### config.mk
export PLATFORM = sky130hd
export DESIGN_NAME = counting_semaphore_with_wait_queue
export DESIGN_NICKNAME = d
export VERILOG_FILES = /design/src/rtl/csem_pkg.sv /design/src/rtl/csem_queue.sv /design/src/rtl/counting_semaphore_with_wait_queue.sv
export SDC_FILE = /design/constraint.sdc
export NUM_CORES = 1
export LEC_CHECK = 0
export CAP_MARGIN = 20
export CORE_ASPECT_RATIO = 0.8
export CORE_MARGIN = 5
export CORE_UTILIZATION = 29
export DETAILED_ROUTE_END_ITERATION = 6
export DONT_BUFFER_PORTS = 1
export PLACE_DENSITY = 0.42
export SYNTH_ARGS = -nofsm -noshare
export SYNTH_HDL_FRONTEND = slang
export SYNTH_SLANG_ARGS = --single-unit
export TNS_END_PERCENT = 5
### constraint.sdc
create_clock -name clk -period 11.16 [get_ports clk]
set_input_delay 1.674 -clock clk [delete_from_list [all_inputs] [get_ports clk]]
set_output_delay 1.674 -clock clk [all_outputs]
set_load 0.03 [all_outputs]
### src/rtl/csem_pkg.sv
`default_nettype none
// ----------------------------------------------------------------------------
// csem_pkg: shared types and constants of the counting semaphore
// Request and status codes, ring pointer helpers, and the command and
// status bundles that pass between the semaphore control and its wait queue.
// ----------------------------------------------------------------------------
package csem_pkg;

	// sizes
	localparam int QUEUE_LEN   = 16;
	localparam int PTR_W       = $clog2(QUEUE_LEN);
	localparam int THREAD_BITS = 16;
	localparam int FIELD_W     = 16;  // width of the thread and count ports
	localparam int CNT_W       = 16;
	localparam logic [CNT_W-1:0] COUNT_MAX = 16'hFFFF;

	typedef logic [PTR_W-1:0]       ptr_t;
	typedef logic [THREAD_BITS-1:0] tid_t;
	typedef logic [CNT_W-1:0]       cnt_t;

	// request codes
	typedef enum logic [2:0] {
		REQ_WAIT   = 3'd0,
		REQ_POST   = 3'd1,
		REQ_CANCEL = 3'd2,
		REQ_PROBE  = 3'd3,
		REQ_SET    = 3'd4
	} req_t;

	// status codes
	typedef enum logic [2:0] {
		ST_OK        = 3'd0,
		ST_QUEUED    = 3'd1,
		ST_WOULD_BLK = 3'd2,
		ST_Q_FULL    = 3'd3,
		ST_OVERFLOW  = 3'd4,
		ST_BAD_VALUE = 3'd5,
		ST_TIMED_OUT = 3'd6
	} status_t;

	// configuration register indexes
	typedef enum logic {
		CFG_BINARY    = 1'b0,
		CFG_RECURSIVE = 1'b1
	} cfg_idx_t;

	// control sequencer
	typedef enum logic [1:0] {
		FSM_IDLE   = 2'd0,
		FSM_DECODE = 2'd1,
		FSM_QWAIT  = 2'd2
	} fsm_t;

	// wait queue operations
	typedef enum logic [2:0] {
		Q_NONE   = 3'd0,
		Q_PUSH   = 3'd1,
		Q_POP    = 3'd2,
		Q_PROBE  = 3'd3,
		Q_CANCEL = 3'd4
	} q_op_t;

	typedef struct packed {
		q_op_t op;
		tid_t  tid;
	} q_cmd_t;

	typedef struct packed {
		logic empty;
		logic full;
		logic done;      // operation finished this cycle
		logic hit;       // scan found the thread
		tid_t head_tid;  // popped thread, valid with done of a pop
	} q_stat_t;

	function automatic ptr_t ring_next(input ptr_t p);
		ring_next = (p == PTR_W'(QUEUE_LEN - 1)) ? '0 : p + ptr_t'(1);
	endfunction

	function automatic ptr_t ring_prev(input ptr_t p);
		ring_prev = (p == '0) ? PTR_W'(QUEUE_LEN - 1) : p - ptr_t'(1);
	endfunction

endpackage
`default_nettype wire

### src/rtl/csem_queue.sv
`default_nettype none
// ----------------------------------------------------------------------------
// csem_queue: FIFO ring of waiting thread ids
// Push, pop, and a one-entry-per-cycle scan through a single-port-read ring
// memory. The scan compares each entry against the thread id and, for a
// cancel, shifts every entry after the first match down by one slot.
// ----------------------------------------------------------------------------
module csem_queue (
	input  wire                   clk,
	input  wire                   arst_n,
	input  wire csem_pkg::q_cmd_t cmd,
	output csem_pkg::q_stat_t     st
);
	import csem_pkg::*;

	tid_t  mem [QUEUE_LEN];
	ptr_t  head_q, tail_q;
	q_op_t mode_q;
	logic  issue_q;
	ptr_t  rd_ptr_q;
	logic  hit_q;
	tid_t  tid_q;
	logic  dv_s1;
	ptr_t  da_s1;
	tid_t  rdata_s1;

	logic  we;
	ptr_t  waddr, raddr;
	tid_t  wdata;
	logic  scan_start, pop_start, scanning, last;

	assign scan_start = (cmd.op == Q_PROBE) || (cmd.op == Q_CANCEL);
	assign pop_start  = (cmd.op == Q_POP);
	assign scanning   = (mode_q == Q_PROBE) || (mode_q == Q_CANCEL);
	assign last       = (da_s1 == tail_q);

	// memory port control: push write or compaction write, one read
	always_comb begin
		we    = 1'b0;
		waddr = tail_q;
		wdata = cmd.tid;
		raddr = (scan_start || pop_start) ? head_q : rd_ptr_q;
		if (cmd.op == Q_PUSH) begin
			we = 1'b1;
		end else if (dv_s1 && (mode_q == Q_CANCEL) && hit_q) begin
			we    = 1'b1;
			waddr = ring_prev(da_s1);
			wdata = rdata_s1;
		end
	end

	// ring memory
	always_ff @(posedge clk) begin
		if (we) begin
			mem[waddr] <= wdata;
		end
		rdata_s1 <= mem[raddr];
		da_s1    <= raddr;
	end

	// status toward the control
	always_comb begin
		st.empty    = (head_q == tail_q);
		st.full     = (ring_next(tail_q) == head_q);
		st.done     = (cmd.op == Q_PUSH) ||
		              (dv_s1 && ((mode_q == Q_POP) || (scanning && last)));
		st.hit      = hit_q;
		st.head_tid = rdata_s1;
	end

	// pointers and scan sequencer
	always_ff @(posedge clk or negedge arst_n) begin
		if (!arst_n) begin
			head_q   <= '0;
			tail_q   <= '0;
			mode_q   <= Q_NONE;
			issue_q  <= 1'b0;
			rd_ptr_q <= '0;
			hit_q    <= 1'b0;
			tid_q    <= '0;
			dv_s1    <= 1'b0;
		end else begin
			if (cmd.op == Q_PUSH) begin
				tail_q <= ring_next(tail_q);
			end
			if (scan_start || pop_start) begin
				// first read goes to the head slot
				mode_q   <= cmd.op;
				tid_q    <= cmd.tid;
				hit_q    <= 1'b0;
				dv_s1    <= 1'b1;
				rd_ptr_q <= ring_next(head_q);
				issue_q  <= scan_start && (head_q != tail_q);
			end else begin
				dv_s1 <= issue_q;
				if (issue_q) begin
					rd_ptr_q <= ring_next(rd_ptr_q);
					issue_q  <= (rd_ptr_q != tail_q);
				end
				if (dv_s1 && (mode_q == Q_POP)) begin
					head_q <= ring_next(head_q);
					mode_q <= Q_NONE;
				end else if (dv_s1 && scanning) begin
					if (last) begin
						mode_q <= Q_NONE;
						if ((mode_q == Q_CANCEL) && hit_q) begin
							tail_q <= ring_prev(tail_q);
						end
					end else if (rdata_s1 == tid_q) begin
						hit_q <= 1'b1;
					end
				end
			end
		end
	end

	// checks
	a_push_not_full: assert property (@(posedge clk) disable iff (!arst_n)
		(cmd.op == Q_PUSH) |-> (ring_next(tail_q) != head_q))
		else $error("push into a full ring");
	a_pop_not_empty: assert property (@(posedge clk) disable iff (!arst_n)
		(cmd.op == Q_POP) |-> (head_q != tail_q))
		else $error("pop from an empty ring");
	a_cmd_when_idle: assert property (@(posedge clk) disable iff (!arst_n)
		(cmd.op != Q_NONE) |-> (mode_q == Q_NONE) && !dv_s1)
		else $error("queue command while an operation runs");

endmodule
`default_nettype wire

### src/rtl/counting_semaphore_with_wait_queue.sv
`default_nettype none
// ----------------------------------------------------------------------------
// counting_semaphore_with_wait_queue: semaphore with FIFO wait queue
// Keeps the count and owner; wait, post, cancel, probe and set requests run
// one at a time through a small sequencer that drives the wait ring.
//
// Channel   Direction  Handshake             Payload
// request   in         start & !busy         req_type thread_id no_wait new_count
// result    out        done (one cycle)      status resume_valid resume_thread
//                                            in_queue count_value
// config    in         cfg_valid & cfg_ready cfg_index cfg_data
//
// Wait, set, post without waiters, overflow and bad requests: the result
// is decided in the decode state and registered into the strobe. Post with a
// waiter also waits for the ring read of the head. Cancel and probe scan the
// ring one entry a cycle up to the tail. busy is high from the accepting edge
// until the cycle of the strobe; a new request can be taken in the strobe
// cycle. The result is never held off. Reset clears count, owner, modes and
// ring pointers; ring contents are not cleared.
// ----------------------------------------------------------------------------
module counting_semaphore_with_wait_queue (
	input  wire                              clk,
	input  wire                              arst_n,
	input  wire                              start,
	output logic                             busy,
	input  wire  [2:0]                       req_type,
	input  wire  [csem_pkg::FIELD_W-1:0]     thread_id,
	input  wire                              no_wait,
	input  wire  [csem_pkg::FIELD_W-1:0]     new_count,
	output logic                             done,
	output logic [2:0]                       status,
	output logic                             resume_valid,
	output logic [csem_pkg::FIELD_W-1:0]     resume_thread,
	output logic                             in_queue,
	output logic [csem_pkg::FIELD_W-1:0]     count_value,
	input  wire                              cfg_valid,
	output logic                             cfg_ready,
	input  wire                              cfg_index,
	input  wire                              cfg_data
);
	import csem_pkg::*;

	fsm_t    state_q, state_d;
	req_t    req_q;
	tid_t    tid_q;
	logic    nowait_q;
	cnt_t    nc_q;
	cnt_t    count_q, count_d;
	logic    owner_valid_q, owner_valid_d;
	tid_t    owner_q, owner_d;
	logic    binary_q, recursive_q;

	logic    done_q;
	status_t status_q, status_d;
	logic    rvalid_q, rvalid_d;
	tid_t    rthread_q, rthread_d;
	logic    inq_q, inq_d;
	logic    res_load;

	q_cmd_t  q_cmd;
	q_stat_t q_st;
	logic    need_ring;

	csem_queue u_queue (
		.clk    (clk),
		.arst_n (arst_n),
		.cmd    (q_cmd),
		.st     (q_st)
	);

	assign busy      = (state_q != FSM_IDLE);
	assign cfg_ready = 1'b1;

	// decode: requests that continue in the ring
	always_comb begin
		case (req_q)
			REQ_POST:   need_ring = (count_q < COUNT_MAX) && !q_st.empty;
			REQ_CANCEL: need_ring = 1'b1;
			REQ_PROBE:  need_ring = 1'b1;
			default:    need_ring = 1'b0;
		endcase
	end

	// next state
	always_comb begin
		state_d = state_q;
		case (state_q)
			FSM_IDLE:   if (start) state_d = FSM_DECODE;
			FSM_DECODE: state_d = need_ring ? FSM_QWAIT : FSM_IDLE;
			FSM_QWAIT:  if (q_st.done) state_d = FSM_IDLE;
			default:    state_d = FSM_IDLE;
		endcase
	end

	// request execution and result
	always_comb begin
		count_d       = count_q;
		owner_valid_d = owner_valid_q;
		owner_d       = owner_q;
		status_d      = ST_OK;
		rvalid_d      = 1'b0;
		rthread_d     = '0;
		inq_d         = 1'b0;
		res_load      = 1'b0;
		q_cmd.op      = Q_NONE;
		q_cmd.tid     = tid_q;
		case (state_q)
			FSM_DECODE: begin
				res_load = !need_ring;
				case (req_q)
					REQ_WAIT: begin
						if (recursive_q && binary_q && owner_valid_q && (owner_q == tid_q)) begin
							status_d = ST_OK;
						end else if (count_q != '0) begin
							if (binary_q) begin
								owner_valid_d = 1'b1;
								owner_d       = tid_q;
							end
							count_d = count_q - cnt_t'(1);
						end else if (nowait_q) begin
							status_d = ST_WOULD_BLK;
						end else if (q_st.full) begin
							status_d = ST_Q_FULL;
						end else begin
							q_cmd.op = Q_PUSH;
							status_d = ST_QUEUED;
						end
					end
					REQ_POST: begin
						if (count_q >= COUNT_MAX) begin
							status_d = ST_OVERFLOW;
						end else if (q_st.empty) begin
							count_d = binary_q ? cnt_t'(1) : count_q + cnt_t'(1);
							if (binary_q) begin
								owner_valid_d = 1'b0;
								owner_d       = '0;
							end
						end else begin
							q_cmd.op = Q_POP;
						end
					end
					REQ_CANCEL: q_cmd.op = Q_CANCEL;
					REQ_PROBE:  q_cmd.op = Q_PROBE;
					REQ_SET: begin
						if (nc_q > COUNT_MAX) begin
							status_d = ST_BAD_VALUE;
						end else begin
							count_d = (binary_q && (nc_q != '0)) ? cnt_t'(1) : nc_q;
						end
					end
					default: status_d = ST_BAD_VALUE;
				endcase
			end
			FSM_QWAIT: begin
				res_load = q_st.done;
				case (req_q)
					REQ_POST: begin
						rvalid_d  = 1'b1;
						rthread_d = q_st.head_tid;
						if (binary_q && q_st.done) begin
							owner_valid_d = 1'b1;
							owner_d       = q_st.head_tid;
						end
					end
					REQ_CANCEL: status_d = q_st.hit ? ST_TIMED_OUT : ST_OK;
					REQ_PROBE:  inq_d = q_st.hit;
					default:    status_d = ST_OK;
				endcase
			end
			default: res_load = 1'b0;
		endcase
	end

	// control registers
	always_ff @(posedge clk or negedge arst_n) begin
		if (!arst_n) begin
			state_q       <= FSM_IDLE;
			count_q       <= '0;
			owner_valid_q <= 1'b0;
			owner_q       <= '0;
			binary_q      <= 1'b0;
			recursive_q   <= 1'b0;
			done_q        <= 1'b0;
		end else begin
			state_q       <= state_d;
			count_q       <= count_d;
			owner_valid_q <= owner_valid_d;
			owner_q       <= owner_d;
			done_q        <= res_load;
			if (cfg_valid && cfg_ready) begin
				case (cfg_idx_t'(cfg_index))
					CFG_BINARY:    binary_q    <= cfg_data;
					CFG_RECURSIVE: recursive_q <= cfg_data;
					default:       binary_q    <= binary_q;
				endcase
			end
		end
	end

	// request capture and result registers
	always_ff @(posedge clk) begin
		if (start && !busy) begin
			req_q    <= req_t'(req_type);
			tid_q    <= thread_id[THREAD_BITS-1:0];
			nowait_q <= no_wait;
			nc_q     <= new_count[CNT_W-1:0];
		end
		if (res_load) begin
			status_q  <= status_d;
			rvalid_q  <= rvalid_d;
			rthread_q <= rthread_d;
			inq_q     <= inq_d;
		end
	end

	assign done          = done_q;
	assign status        = status_q;
	assign resume_valid  = rvalid_q;
	assign resume_thread = FIELD_W'(rthread_q);
	assign in_queue      = inq_q;
	assign count_value   = FIELD_W'(count_q);

	// checks
	a_done_after_busy: assert property (@(posedge clk) disable iff (!arst_n)
		done |-> $past(busy))
		else $error("result strobe without a request in flight");
	a_qcmd_in_decode: assert property (@(posedge clk) disable iff (!arst_n)
		(q_cmd.op != Q_NONE) |-> (state_q == FSM_DECODE))
		else $error("ring command outside decode");
	a_qwait_has_op: assert property (@(posedge clk) disable iff (!arst_n)
		(state_q == FSM_DECODE) && need_ring |=> (state_q == FSM_QWAIT))
		else $error("ring request lost");
	a_resume_on_post: assert property (@(posedge clk) disable iff (!arst_n)
		done && resume_valid |-> (status == ST_OK))
		else $error("resume with a failing status");

endmodule
`default_nettype wire
# Yosys cells after proc, flatten, opt, wreduce, memory -nomap -nowiden
# Memories as Yosys holds them, arrays and structs flattened. A register that Yosys moved wholly into a read port is not among the register bits.
# Index checks and enable logic that the tools add are counted.
dict set report totals {
  ff_bits 133
  mem_bits_rw 256
  in_bits 42
  output_inout_bits 40
  wordCells 213
  memories 1
}
# name depth word_bits rd rd_ports_with_merged_regs write_ports line
set mem_list {}
lappend mem_list {u_queue.mem 16 16 1 1 1 csem_queue.sv:16} ;# tid_t mem [QUEUE_LEN];
dict set report classes {
  add_sub_neg 7
  order_cmp 3
  n_eq_ne 41
  muxes 87
  n_bitwise 2
  reduce_logical 48
}
# op count
set ops {}
lappend ops {{two-way mux 16 bit} 17}
lappend ops {{two-way mux 4 bit} 16}
lappend ops {{one-hot mux 16 bit (2 select lines)} 2}
lappend ops {{one-hot mux 16 bit (3 select lines)} 1}
lappend ops {{== test 16 bit} 2}
lappend ops {{nonzero test 16 bit} 2}
lappend ops {{two-way mux 3 bit} 9}
lappend ops {{two-way mux 1 bit} 25}
lappend ops {{one-hot mux 3 bit (4 select lines)} 2}
lappend ops {{!= test 2 bit (second input constant)} 10}
lappend ops {{== test 3 x 2 -> 1 bit (second input constant)} 6}
lappend ops {{two-way mux 2 bit} 9}
lappend ops {{!= test 3 bit (second input constant)} 6}
lappend ops {{adder 16 x 1 -> 16 bit (second input constant)} 1}
lappend ops {{>= comparator 16 bit (second input constant)} 1}
lappend ops {{greater-than comparator 16 bit (second input constant)} 1}
lappend ops {{less-than comparator 16 bit (second input constant)} 1}
lappend ops {{subtractor 16 x 1 -> 16 bit (second input constant)} 1}
lappend ops {{logical AND 1 bit} 15}
lappend ops {{AND reduction 2 bit} 7}
lappend ops {{adder 4 x 1 -> 4 bit (second input constant)} 3}
lappend ops {{== test 4 bit} 3}
lappend ops {{== test 4 bit (second input constant)} 3}
lappend ops {{AND reduction 10 bit} 1}
lappend ops {{other kinds (22)} 44}

# Longest topological paths before layout
# Gate-level depths: netlist (run 1).
dict set report depth {
  word_depth 16
  mapped_depth 13
  depth_no_buf 10
}

# Hierarchy
# Synthesis (run 1) repeated with hierarchy kept, for this count alone.
dict set report hier_totals {
  cells_unflattened 1446
  area_unflattened_um2 18152.4
}
# module instances cells_per_inst area_each_um2 seq_area_each_um2
set by_module_without_submodules {}
lappend by_module_without_submodules {csem_queue 1 980 13095.1 8938.6}
lappend by_module_without_submodules {counting_semaphore_with_wait_queue 1 466 5057.4 2662.6}

# Worst setup path after synthesis (run 1)
# No wires, ideal clock.
dict set report synth_timing {
  kind {register to register}
  startpoint {register count_q[4] (netlist: count_value[4])}
  endpoint {register inq_q (netlist: in_queue), enable pin}
  setup_time_ps 433
  arrival_ps 4206
  required_ps 10727
  path_slack_ps 6521
  stages_incl_launch_ff 9
  n_path_buf 2
  period_less_slack_ps 4639
  path_cell_list {dfrtp_1 > buf_2 > or4_4 > nor4_2 > o31ai_1 > nor4_4 > clkbuf_1 > o21ai_0 > a21boi_0}
}
dict set report synth_between {
  elab_chain_len 8
  word_cells_on_any_way 14
  cone_classes {2 x order compare; 1 x eq/ne; 7 x mux; 4 x reduce/logical}
}
# item line
set synth_rtl {}
lappend synth_rtl {{start, declared} counting_semaphore_with_wait_queue.sv:48} ;# cnt_t count_q, count_d;
lappend synth_rtl {{start signal, assigned} counting_semaphore_with_wait_queue.sv:186} ;# count_q <= count_d;
lappend synth_rtl {{branches (longest 7 deep; another with >= comparator 16 bit)} --}
lappend synth_rtl {{one-hot mux 1 bit (2 select lines) (*)} counting_semaphore_with_wait_queue.sv:107} ;# case (state_q)
lappend synth_rtl {{named net res_load} counting_semaphore_with_wait_queue.sv:58} ;# logic res_load;
lappend synth_rtl {{end signal, assigned} counting_semaphore_with_wait_queue.sv:212} ;# inq_q <= inq_d;
lappend synth_rtl {{end, declared} counting_semaphore_with_wait_queue.sv:57} ;# logic inq_q, inq_d;
# Mark *: on every way through the listed nets, which the timed path passes.
# A chain may end at the register's enable or synchronous reset.

# Final worst setup path (run 1)
dict set report layout_timing {
  startpoint {register count_q[0] (netlist: count_value[0])}
  endpoint {register u_queue.rdata_s1[7] (read register of u_queue.mem)}
}
dict set report layout_between {
  elab_chain_len 9
  word_cells_on_any_way 13
  cone_classes {1 x order compare; 3 x eq/ne; 6 x mux; 3 x reduce/logical}
}
# item line
set layout_rtl {}
lappend layout_rtl {{branches (longest 3 deep; another with >= comparator 16 bit)} --}
lappend layout_rtl {{one-hot mux 3 bit (4 select lines) (*)} counting_semaphore_with_wait_queue.sv:110} ;# case (req_q)
lappend layout_rtl {{two-way mux 3 bit (*)} counting_semaphore_with_wait_queue.sv:107}
lappend layout_rtl {{== test 3 x 2 -> 1 bit or == test 3 bit (tied branches)} csem_queue.sv:32} ;# assign scan_start = (cmd.op == Q_PROBE) || (cmd.op == Q_CANCEL);
lappend layout_rtl {{logical OR 1 bit} csem_queue.sv:32}
lappend layout_rtl {{logical OR 1 bit (*)} csem_queue.sv:42} ;# raddr = (scan_start || pop_start) ? head_q : rd_ptr_q;
lappend layout_rtl {{two-way mux 4 bit (*)} csem_queue.sv:42}
lappend layout_rtl {{end, declared} csem_queue.sv:25} ;# tid_t rdata_s1;
# Mark *: on every way between the ends.

==> metrics, run 1 <==
Boundary Pins 82; crit-path most repeated cell nand4_1; syn_nets 1,373; Leak Pwr 0.007854 uW; clock tree root buffer cell clkbuf_16; GRT overflow 0; total iterations of the first detailed-routing run 5; Worst Path Max Fanout 96; Seq pwr share 53.0%; WHS Endpoint owner_valid_q; Post-route DRC 0; register area 11,600 um2; Net Sw Frac 19.65%; Iteration-0 DRC Markers 999; DR vias/cell 4.938; DRT antenna net count 0; Arr. time, crit path 5.24 ns; final setup violation count 0; CTS tree built; FP Rows 81; FFs w/ async S/R, synth 17.78%; combinational share of power 0.2%; unrepaired setup endpoints after global routing false; Psw 597.2 uW; setup TNS 0 ns; vias in the first global route 10,200; Max-cap violations 0; Final #Nets 1,349; startpoint types flip-flop; synthesized netlist cell count 1,318; number of post-CTS setup repair buffers 0; Total Wirelength 50,210 um; worst r2r src count_value[0]; Hold-fix buffers, CTS 0; placed cell area 18,580 um2; Hold Fails Final Rpt 0; WHS Path Cells 1; CP endpoint kind flip-flop; Post-synth EDFFs 313; fin. max-slew vios 0; GP Congestion 0.7694; initial core utilization 29.19%; CP cell instances ha_1 > nand4_1 > nor4_4 > nor2b_4 > nand4_1 > o311a_4 > buf_12 > mux2i_1 > o22ai_1 > or4_1; ratio of cells with drive above 1 in the final layout 10.99%; clk sinks 405; Synth Register Bits 405; min-delay src owner_valid_q; worst slack, placed 6.359 ns; clk_skew 0.03337 ns; Pwr per Cell Area 152.1 nW/um2; vias after detailed routing 10,661; largest net degree at the start of global routing 97; f_max 0.2067 GHz; PostCTS Resize Cnt 0; core area 61,010 um2; Horiz. Die Dim 287.0 um; VDD IR max 95.95 uV; initial antenna violation count 2; clock power share 46.9%; cell area after synthesis 17,810 um2; H-tree Lvls 2; CP max-delay cell dfrtp_1; Worst R2R Path Depth 10; Hold WC Path Type flip-flop to flip-flop; first-pass GRT wire length 72,870 um; Layout area overhead 12.17%; r2r setup slk 6.32 ns; clock latency on the worst-skew pair 0.57 ns; slew at the pin with the worst max-slew slack 1.094 ns; top_reg_cell synth edfxtp_1; Worst path max stage delay 0.68 ns; CTS Buffer Depth 3; internal power 2442 uW; sequential-to-total area share from yosys stat 65.15%; dpl hpwl 33,950 um; die height 231.6 um; final worst path period need 4.837 ns; die area 66,490 um2; Slew Limit Headroom 26.77%; Final Cell Area 19,970 um2; I/O Buffers 0; Num CTS Buffers 44; synthesized area per cell 13.51 um2; GRT Util Overall 14.77%; area occupied by multi-input gates 5743 um2; WS Path Type flip-flop to flip-flop; Fill cells 6,080; Reg clk slew, reported paths 0.06 ns; Crit path required time 11.56 ns; Wirelength per Cell 23.26 um; crit share post-route 43.34%; status complete, no violations; library cells used by synthesis 82; RR Endpoint u_queue.rdata_s1[7]; final setup margin 6.323 ns; Yosys warning count 0
[cells by family after synthesis]
family / Yosys count / synth area share [%]
fa+ha+maj: 13 / 0.9135
compound gates: 221 / 8.130
flops: 405 / 65.15
other cells: 1 / 0.02106
mux: 174 / 10.08
simple gates: 337 / 9.696
xor+xnor: 60 / 3.028
buf+inv: 107 / 2.979
[state kept, by name, indices dropped and copies added (netlist names), 4 cells and up]
| name | count |
|---|---|
| owner_q | 16 |
| u_queue.rdata_s1 | 16 |
| resume_thread | 16 |
| u_queue.rd_ptr_q | 4 |
| nc_q | 16 |
| u_queue.tail_q | 4 |
| tid_q | 16 |
| u_queue.mem | 256 |
| u_queue.tid_q | 16 |
| u_queue.da_s1 | 4 |
| u_queue.head_q | 4 |
| count_value | 16 |
[stage by stage]
stage | hold slack, ns | total power (uW) | util, % | instances
after detailed placement | 0.4824 | 1646 | 30.46 | 2078
after global placement | 0.4782 | 1646 | 30.46 | 2078
after floorplan | 0.4633 | 1645 | - | 1318
final | 0.4939 | 3039 | 32.74 | 2159
after global routing | 0.5181 | 3151 | 32.73 | 2158
after CTS | 0.4979 | 3081 | 32.73 | 2158
[cell usage in the layout (no fill, tap or decap), types with 7 or more instances in the layout]
cell	instances
xnor2_1	28
clkbuf_1	11
a221oi_1	7
and3_1	19
mux2_2	30
o21ai_0	53
xor2_1	31
nand3_1	19
nand2b_1	9
edfxtp_1	313
dfxtp_1	20
clkbuf_16	44
o22ai_1	68
a31oi_1	12
clkinv_1	9
or4_1	17
inv_1	24
nor3_1	19
dfrtp_1	72
nor4_1	13
nor2_2	17
nand4_1	12
buf_4	12
ha_1	12
a21oi_1	36
mux2_1	9
clkinv_2	8
mux2i_1	134
nand2_1	125
nor2_1	46
[area by class of cell]
class / count / share of cell area (%)
diodes: 1 / 0.01253
clock buffers: 57 / 5.857
clock inverters: 23 / 1.096
inverters: 24 / 0.4510
multi-input cells: 806 / 28.75
flip-flops and latches: 405 / 58.08
well taps: 830 / 5.199
repair buffers: 13 / 0.5512
[synthesized netlist by cell type (all sizes together), types with 9 or more instances]
master,count,area share (%)
a31oi,16,0.85
clkbuf,44,0.94
buf,39,1.5
dfxtp,20,2.2
xnor2,28,1.4
ha,13,0.91
nand4,12,0.42
and3,19,0.67
inv,24,0.51
mux2,40,2.6
a21oi,37,1.1
xor2,31,1.5
or4,19,0.84
nor2,65,1.4
o21ai,54,1.6
nor4,16,0.77
edfxtp,313,53
nand2b,9,0.32
nand2,125,2.6
o22ai,68,2.4
mux2i,134,7.5
nor3,19,0.53
nand3,19,0.53
dfrtp,72,10
[worst max-delay path: cells and delay by family, from the launching register on]
family	cells	cell delay [ns]
simple gates	5	1.62
compound gates	2	0.85
flops	1	0.68
buf+inv	1	0.61
mux	1	0.45
fa+ha+maj	1	0.34
[worst max path at each step]
stage                        start  cells past startpoint  slack [ns]                  end
global placement    count_value[0]                     10        6.42  u_queue.rdata_s1[7]
floorplan           count_value[4]                      8        6.52             in_queue
CTS                 count_value[0]                     10        6.36  u_queue.rdata_s1[7]
global route        count_value[0]                     10        6.13    u_queue.mem[3][0]
finish              count_value[0]                     10        6.32  u_queue.rdata_s1[7]
detailed placement  count_value[0]                     10        6.36  u_queue.rdata_s1[7]
[power groups by stage]
| stage | combinational, uW | sequential, uW | clock [uW] |
|---|---|---|---|
| final | 5.03 | 1610 | 1420 |
| after detailed placement | 5.09 | 1640 | 0 |
| after CTS | 5.14 | 1610 | 1470 |
| after floorplan | 4.09 | 1640 | 0 |
| after global placement | 4.99 | 1640 | 0 |
| after global routing | 5.60 | 1610 | 1540 |
[per-layer routing]
layer | wire, um | track usage (%) | share of wire (%)
met5 | 0 | 0 | 0
met4 | 715 | 2.894 | 1.4
met3 | 2803 | 2.881 | 5.6
met2 | 21600 | 21.73 | 43
met1 | 25090 | 22.69 | 50
Power figures use the tool's default switching activity.
==> run 2, diff against run 1 <==
--- a/config.mk
+++ b/config.mk
@@ -5,13 +5,14 @@
 export SDC_FILE = /design/constraint.sdc
 export NUM_CORES = 1
 export LEC_CHECK = 0
+export ABC_AREA = 1
 export CAP_MARGIN = 20
 export CORE_ASPECT_RATIO = 0.8
 export CORE_MARGIN = 5
 export CORE_UTILIZATION = 29
 export DETAILED_ROUTE_END_ITERATION = 6
 export DONT_BUFFER_PORTS = 1
-export PLACE_DENSITY = 0.42
+export PLACE_DENSITY = 0.43
 export SYNTH_ARGS = -nofsm -noshare
 export SYNTH_HDL_FRONTEND = slang
 export SYNTH_SLANG_ARGS = --single-unit
==> constraint.sdc (replaced) <==
create_clock -name clk -period 4.3 [get_ports clk]
set_input_delay 0.645 -clock clk [delete_from_list [all_inputs] [get_ports clk]]
set_output_delay 0.645 -clock clk [all_outputs]
set_load 0.03 [all_outputs]
==> metrics, run 2 <==
grt met1 use 24.89%; met2 Use GR 24.06%; die area 72,090 um2; Final #Nets 2,104; worst r2r src count_value[0]; Hold WC Path Type input pin to flip-flop; Synth Register Bits 405; setup TNS 0 ns; cell area after synthesis 19,370 um2; Seq pwr share 36.4%; startpoint types flip-flop; DR vias/cell 4.838; Horiz. Die Dim 298.9 um; vias after detailed routing 14,263; final setup violation count 0; clock power share 26.4%; met3 GRT Util 2.563%; Crit path required time 4.77 ns; slew at the pin with the worst max-slew slack 0.9729 ns; synthesized netlist cell count 2,034; Yosys warning count 0; Arr. time, crit path 4.05 ns; Total Wirelength 60,440 um; Layout area overhead 14.32%; die height 241.2 um; Boundary Pins 82; Net Sw Frac 42.13%; Iteration-0 DRC Markers 1,222; clock latency on the worst-skew pair 0.59 ns; ratio of cells with drive above 1 in the final layout 9.204%; max FFs per register 256; crit share post-route 83.40%; most frequent cells in the layout 456 x nand2_1, 357 x nand3_1, 313 x edfxtp_1, 302 x inv_1, 82 x nor2_1; area leader, netlist edfxtp_1; fin. max-slew vios 0; status complete, no violations; CP endpoint kind flip-flop; Worst path max stage delay 0.69 ns; r2r setup slk 0.71 ns; largest register by flop count u_queue.mem; clk sinks 405; Top Usage Layer GRT met1; FFs w/ async S/R, synth 17.78%; first-pass GRT wire length 89,690 um; RR Endpoint u_queue.rdata_s1[3]; Post-synth EDFFs 313; Synth top cells by count 456 x nand2_1, 357 x nand3_1, 313 x edfxtp_1; synthesized area per cell 9.522 um2; WS Path Type flip-flop to flip-flop; CP max-delay cell buf_4; DRT antenna net count 0; GP Congestion 0.8487; dpl hpwl 40,500 um; FP Rows 84; Wirelength per Cell 20.50 um; sequential-to-total area share from yosys stat 59.90%; Slew Limit Headroom 34.90%; top-count cell post-synth nand2_1; largest net degree at the start of global routing 80; clk_skew 0.02593 ns; Reg clk slew, reported paths 0.06 ns; f_max 0.2789 GHz; GRT Util Overall 16.34%; Leak Pwr 0.009309 uW; internal power 9302 uW; clock tree root buffer cell clkbuf_16; Worst R2R Path Depth 16; core area 66,000 um2; library cells used by synthesis 48; CTS Buffer Depth 3; I/O Buffers 0; Crit. Startpoint count_value[0]; VDD IR max 346.2 uV; CP cell instances ha_1 > nand2_1 > inv_2 > nand2_1 > nor2_2 > nand2_1 > nand3_2 > nand2_2 > nand2_4 > nand2_4 > buf_4 > nand3_1 > nand3_1 > nand3_1 > nand3_1 > nand2_1; combinational share of power 37.2%; CTS tree built; vias in the first global route 13,786; Pwr per Cell Area 725.9 nW/um2; top_reg_cell synth edfxtp_1; share of Yosys cell area claimed by the top area cell type 48.53%; final worst path period need 3.586 ns; syn_nets 2,089; unrepaired setup endpoints after global routing false; Num CTS Buffers 47; Psw 6771 uW; Hold Fails Final Rpt 0; Synth area leaders edfxtp_1 49%, dfrtp_1 9.3%, nand3_1 9.2%, nand2_1 8.8%, inv_1 5.9%; Max-cap violations 0; GRT overflow 0; commonest non-fill, non-tap cell in the layout nand2_1; Post-route DRC 0; total iterations of the first detailed-routing run 5; final total power 16,070 uW; crit path capture u_queue.rdata_s1[3]; initial antenna violation count 1; H-tree Lvls 2; Worst Path Max Fanout 68; initial core utilization 29.34%
[run 2: cell types whose count changed after synthesis, sizes merged, moves of 32 or more]
cell | before | now
o21ai | 54 | 86
inv | 24 | 313
mux2 | 40 | 0
o22ai | 68 | 3
nand3 | 19 | 361
nand2 | 125 | 465
mux2i | 134 | 0
buf | 39 | 78
nand3b | 1 | 65
nor2 | 65 | 100
[run 2: metal layers]
metal	vias to the layer above	share of wire, %
li1	6785	-
met1	6983	49
met2	405	42
met3	90	5.7
met4	0	2.4
met5	-	0
[run 2: logic make-up (layout without fill, tap and decap cells)]
logic type      after synthesis  after routing  share of synthesized area [%]
xor+xnor                     36             36                          1.628
simple gates               1029           1029                          24.37
buf+inv                     410            462                          9.083
flops                       405            405                          59.90
fa+ha+maj                    13             13                         0.8398
compound gates              140            140                          4.167
other cells                   1              3                        0.01936
[run 2: repair_timing]
item                       4_1_cts  5_1_grt
buffers inserted                 0        0
hold buffers                     2        0
setup endpoints to repair        0        0
resized for setup                0        0
hold endpoints to repair        72        0
[run 2: how the worst min path moves through the flow]
stage | endpoint | startpoint | cells after the start | slack, ns
2_1_floorplan | binary_q | arst_n | 0 | 0.35
3_3_place_gp | count_value[13] | arst_n | 0 | 0.36
3_5_place_dp | count_value[13] | arst_n | 0 | 0.36
4_1_cts | binary_q | cfg_valid | 1 | 0.11
5_1_grt | tid_q[3] | thread_id[3] | 0 | 0.12
6_report | binary_q | cfg_valid | 1 | 0.15
[run 2: metrics by stage]
stage | cell area [um2] | utilization [%] | setup WS [ns] | hold WS, ns | std cells
final | 22140 | 33.55 | 0.7138 | 0.1470 | 2948
after global routing | 22140 | 33.54 | 0.4731 | 0.1227 | 2946
after CTS | 22120 | 33.51 | 0.6834 | 0.1086 | 2945
after detailed placement | 20440 | 30.97 | 0.6866 | 0.3551 | 2857
after global placement | 20440 | 30.97 | 0.6587 | 0.3553 | 2857
after floorplan | 19370 | - | 0.9197 | 0.3494 | 2034
[run 2: critical path: cells and delay by family, from the launching register on]
kind / cells / cell delay, ns
DFF: 1 / 0.53
adders and majority gates: 1 / 0.32
buffers and inverters: 2 / 0.75
and+or+nand+nor: 13 / 1.80
[run 2: power groups by stage]
| stage | clock network (uW) | logic, uW | registers, uW |
|---|---|---|---|
| final | 4250 | 5980 | 5850 |
| after CTS | 4370 | 6000 | 5850 |
| after global placement | 0 | 5950 | 5940 |
| after detailed placement | 0 | 5950 | 5930 |
| after global routing | 4510 | 6660 | 5910 |
| after floorplan | 0 | 4240 | 5570 |
[run 2: final cells by class]
class,instances,area (um2)
diodes,2,5.005
clock buffers,58,1289
clock inverters,28,352.8
fillers,6756,43860
inverters,314,1179
multi-input cells,1219,6077
flip-flops and latches,405,11600
well taps,860,1076
repair buffers,62,563.0
==> run 3, diff against run 2 <==
==> constraint.sdc (replaced) <==
create_clock -name clk -period 3.2 [get_ports clk]
set_input_delay 0.48 -clock clk [delete_from_list [all_inputs] [get_ports clk]]
set_output_delay 0.48 -clock clk [all_outputs]
set_load 0.03 [all_outputs]
==> metrics, run 3 (same netlist as run 2, synthesis figures left out) <==
Layout area overhead 19.94%; final hold slack 0.05056 ns; initial antenna violation count 0; Num CTS Buffers 46; GRT Util Overall 16.45%; Buf/Inv on CP 2; placed cell area 21,190 um2; diode count 0; Horiz. Die Dim 298.9 um; setup TNS 0 ns; Wirelength per Cell 19.76 um; WS Path Type flip-flop to flip-flop; Leak Pwr 0.009814 uW; I/O Buffers 0; CTS Buffer Depth 3; Boundary Pins 82; ratio of cells with drive above 1 in the final layout 10.87%; H-tree Lvls 2; crit path capture u_queue.mem[0][4]; vias in the first global route 13,761; Total Wirelength 59,930 um; max FFs per register 256; unrepaired setup endpoints after global routing false; first-pass GRT wire length 90,200 um; vias after detailed routing 14,400; Max-cap violations 0; Final #Nets 2,193; CP max-delay cell edfxtp_1; total iterations of the first detailed-routing run 5; worst r2r src tid_q[1]; GRT overflow 0; clk sinks 405; Worst R2R Path Depth 14; Top Family by Delay on Critical Path simple AND/OR/NAND/NOR gates; Hold WC Path Type input pin to flip-flop; dpl hpwl 40,570 um; largest register by flop count u_queue.mem; largest net degree at the start of global routing 73; CP cell instances inv_1 > o21ai_0 > nor2_1 > nand2_1 > nor2_1 > nand3_1 > nand3_1 > nand2_2 > nand3_4 > nand2_1 > nand2_1 > nand3_1 > nor2_2 > buf_4; GP Congestion 0.8769; Arr. time, crit path 3.23 ns; Crit. Startpoint tid_q[1]; clk_skew 0.02479 ns; Critical Path Stages 14; DR vias/cell 4.749; status complete, no violations; crit share post-route 92.64%; RR Endpoint u_queue.mem[0][4]; Worst Path Max Fanout 11; f_max 0.3373 GHz; final worst path period need 2.964 ns; Final Util 35.20%; Post-route DRC 0; most frequent cells in the layout 455 x nand2_1, 357 x nand3_1, 313 x edfxtp_1, 302 x inv_1, 82 x nor2_1; Worst path max stage delay 0.40 ns; die area 72,090 um2; Pwr per Cell Area 956.7 nW/um2; die height 241.2 um; CP endpoint kind flip-flop; CTS tree built; fin. max-slew vios 0; startpoint types flip-flop; clock latency on the worst-skew pair 0.59 ns; Slew Limit Headroom 55.92%; initial core utilization 29.34%; Hold Fails Final Rpt 0; commonest non-fill, non-tap cell in the layout nand2_1; Final Cell Area 23,230 um2; VDD IR max 445.4 uV; DRT antenna net count 0; FP Rows 84; Crit path required time 3.47 ns; clock tree root buffer cell clkbuf_16; slew at the pin with the worst max-slew slack 0.6587 ns; final setup violation count 0; Reg clk slew, reported paths 0.06 ns; r2r setup slk 0.24 ns; core area 66,000 um2; Iteration-0 DRC Markers 1,201
[run 3: layer usage]
layer | routed length [um] | GRT usage, % | part of all wire, % | vias to the layer above
met5 | 0 | 0 | 0 | -
met4 | 1169 | 4.044 | 2.0 | 0
met3 | 3116 | 2.590 | 5.2 | 73
met2 | 25880 | 24.79 | 43 | 360
met1 | 29760 | 24.88 | 50 | 7009
li1 | - | - | - | 6958
[run 3: timing repair]
item | 4_1_cts | 5_1_grt
hold endpoints to repair | 110 | 0
hold buffers | 40 | 0
buffers inserted | 0 | 0
gates resized for setup | 0 | 4
setup endpoints to repair | 0 | 301
[run 3: power breakdown]
part / internal [uW] / leakage (uW) / switching (uW)
sequential: 6670 / 0.00392 / 853
combinational: 2930 / 0.00511 / 6120
clock: 3440 / 0.000783 / 2210
[run 3: area by class of cell]
type | instances | area [um2]
fill | 6718 | 42770
sequential | 405 | 11600
multi-input combinational | 1219 | 6090
timing repair buffer | 152 | 1675
clock buffer | 57 | 1256
inverter | 314 | 1179
tap | 860 | 1076
clock inverter | 25 | 354.1
[run 3: how the worst min path moves through the flow]
stage                     slack, ns     start  cells after the start              end
after floorplan                0.18    arst_n                      0         binary_q
after global placement         0.19    arst_n                      0  count_value[13]
after detailed placement       0.19    arst_n                      0  count_value[13]
after CTS                      0.02     start                      2       state_q[1]
after global routing           0.06  cfg_data                      2         binary_q
final                          0.05     start                      2       state_q[1]
[run 3: stage by stage]
stage	power [uW]	setup slack [ns]	instances
5_1_grt	23700	0.007001	3032
3_5_place_dp	16650	0.1857	2910
2_1_floorplan	13180	0.06239	2034
4_1_cts	22480	0.1626	3032
3_3_place_gp	16640	0.1988	2910
6_report	22220	0.2355	3032
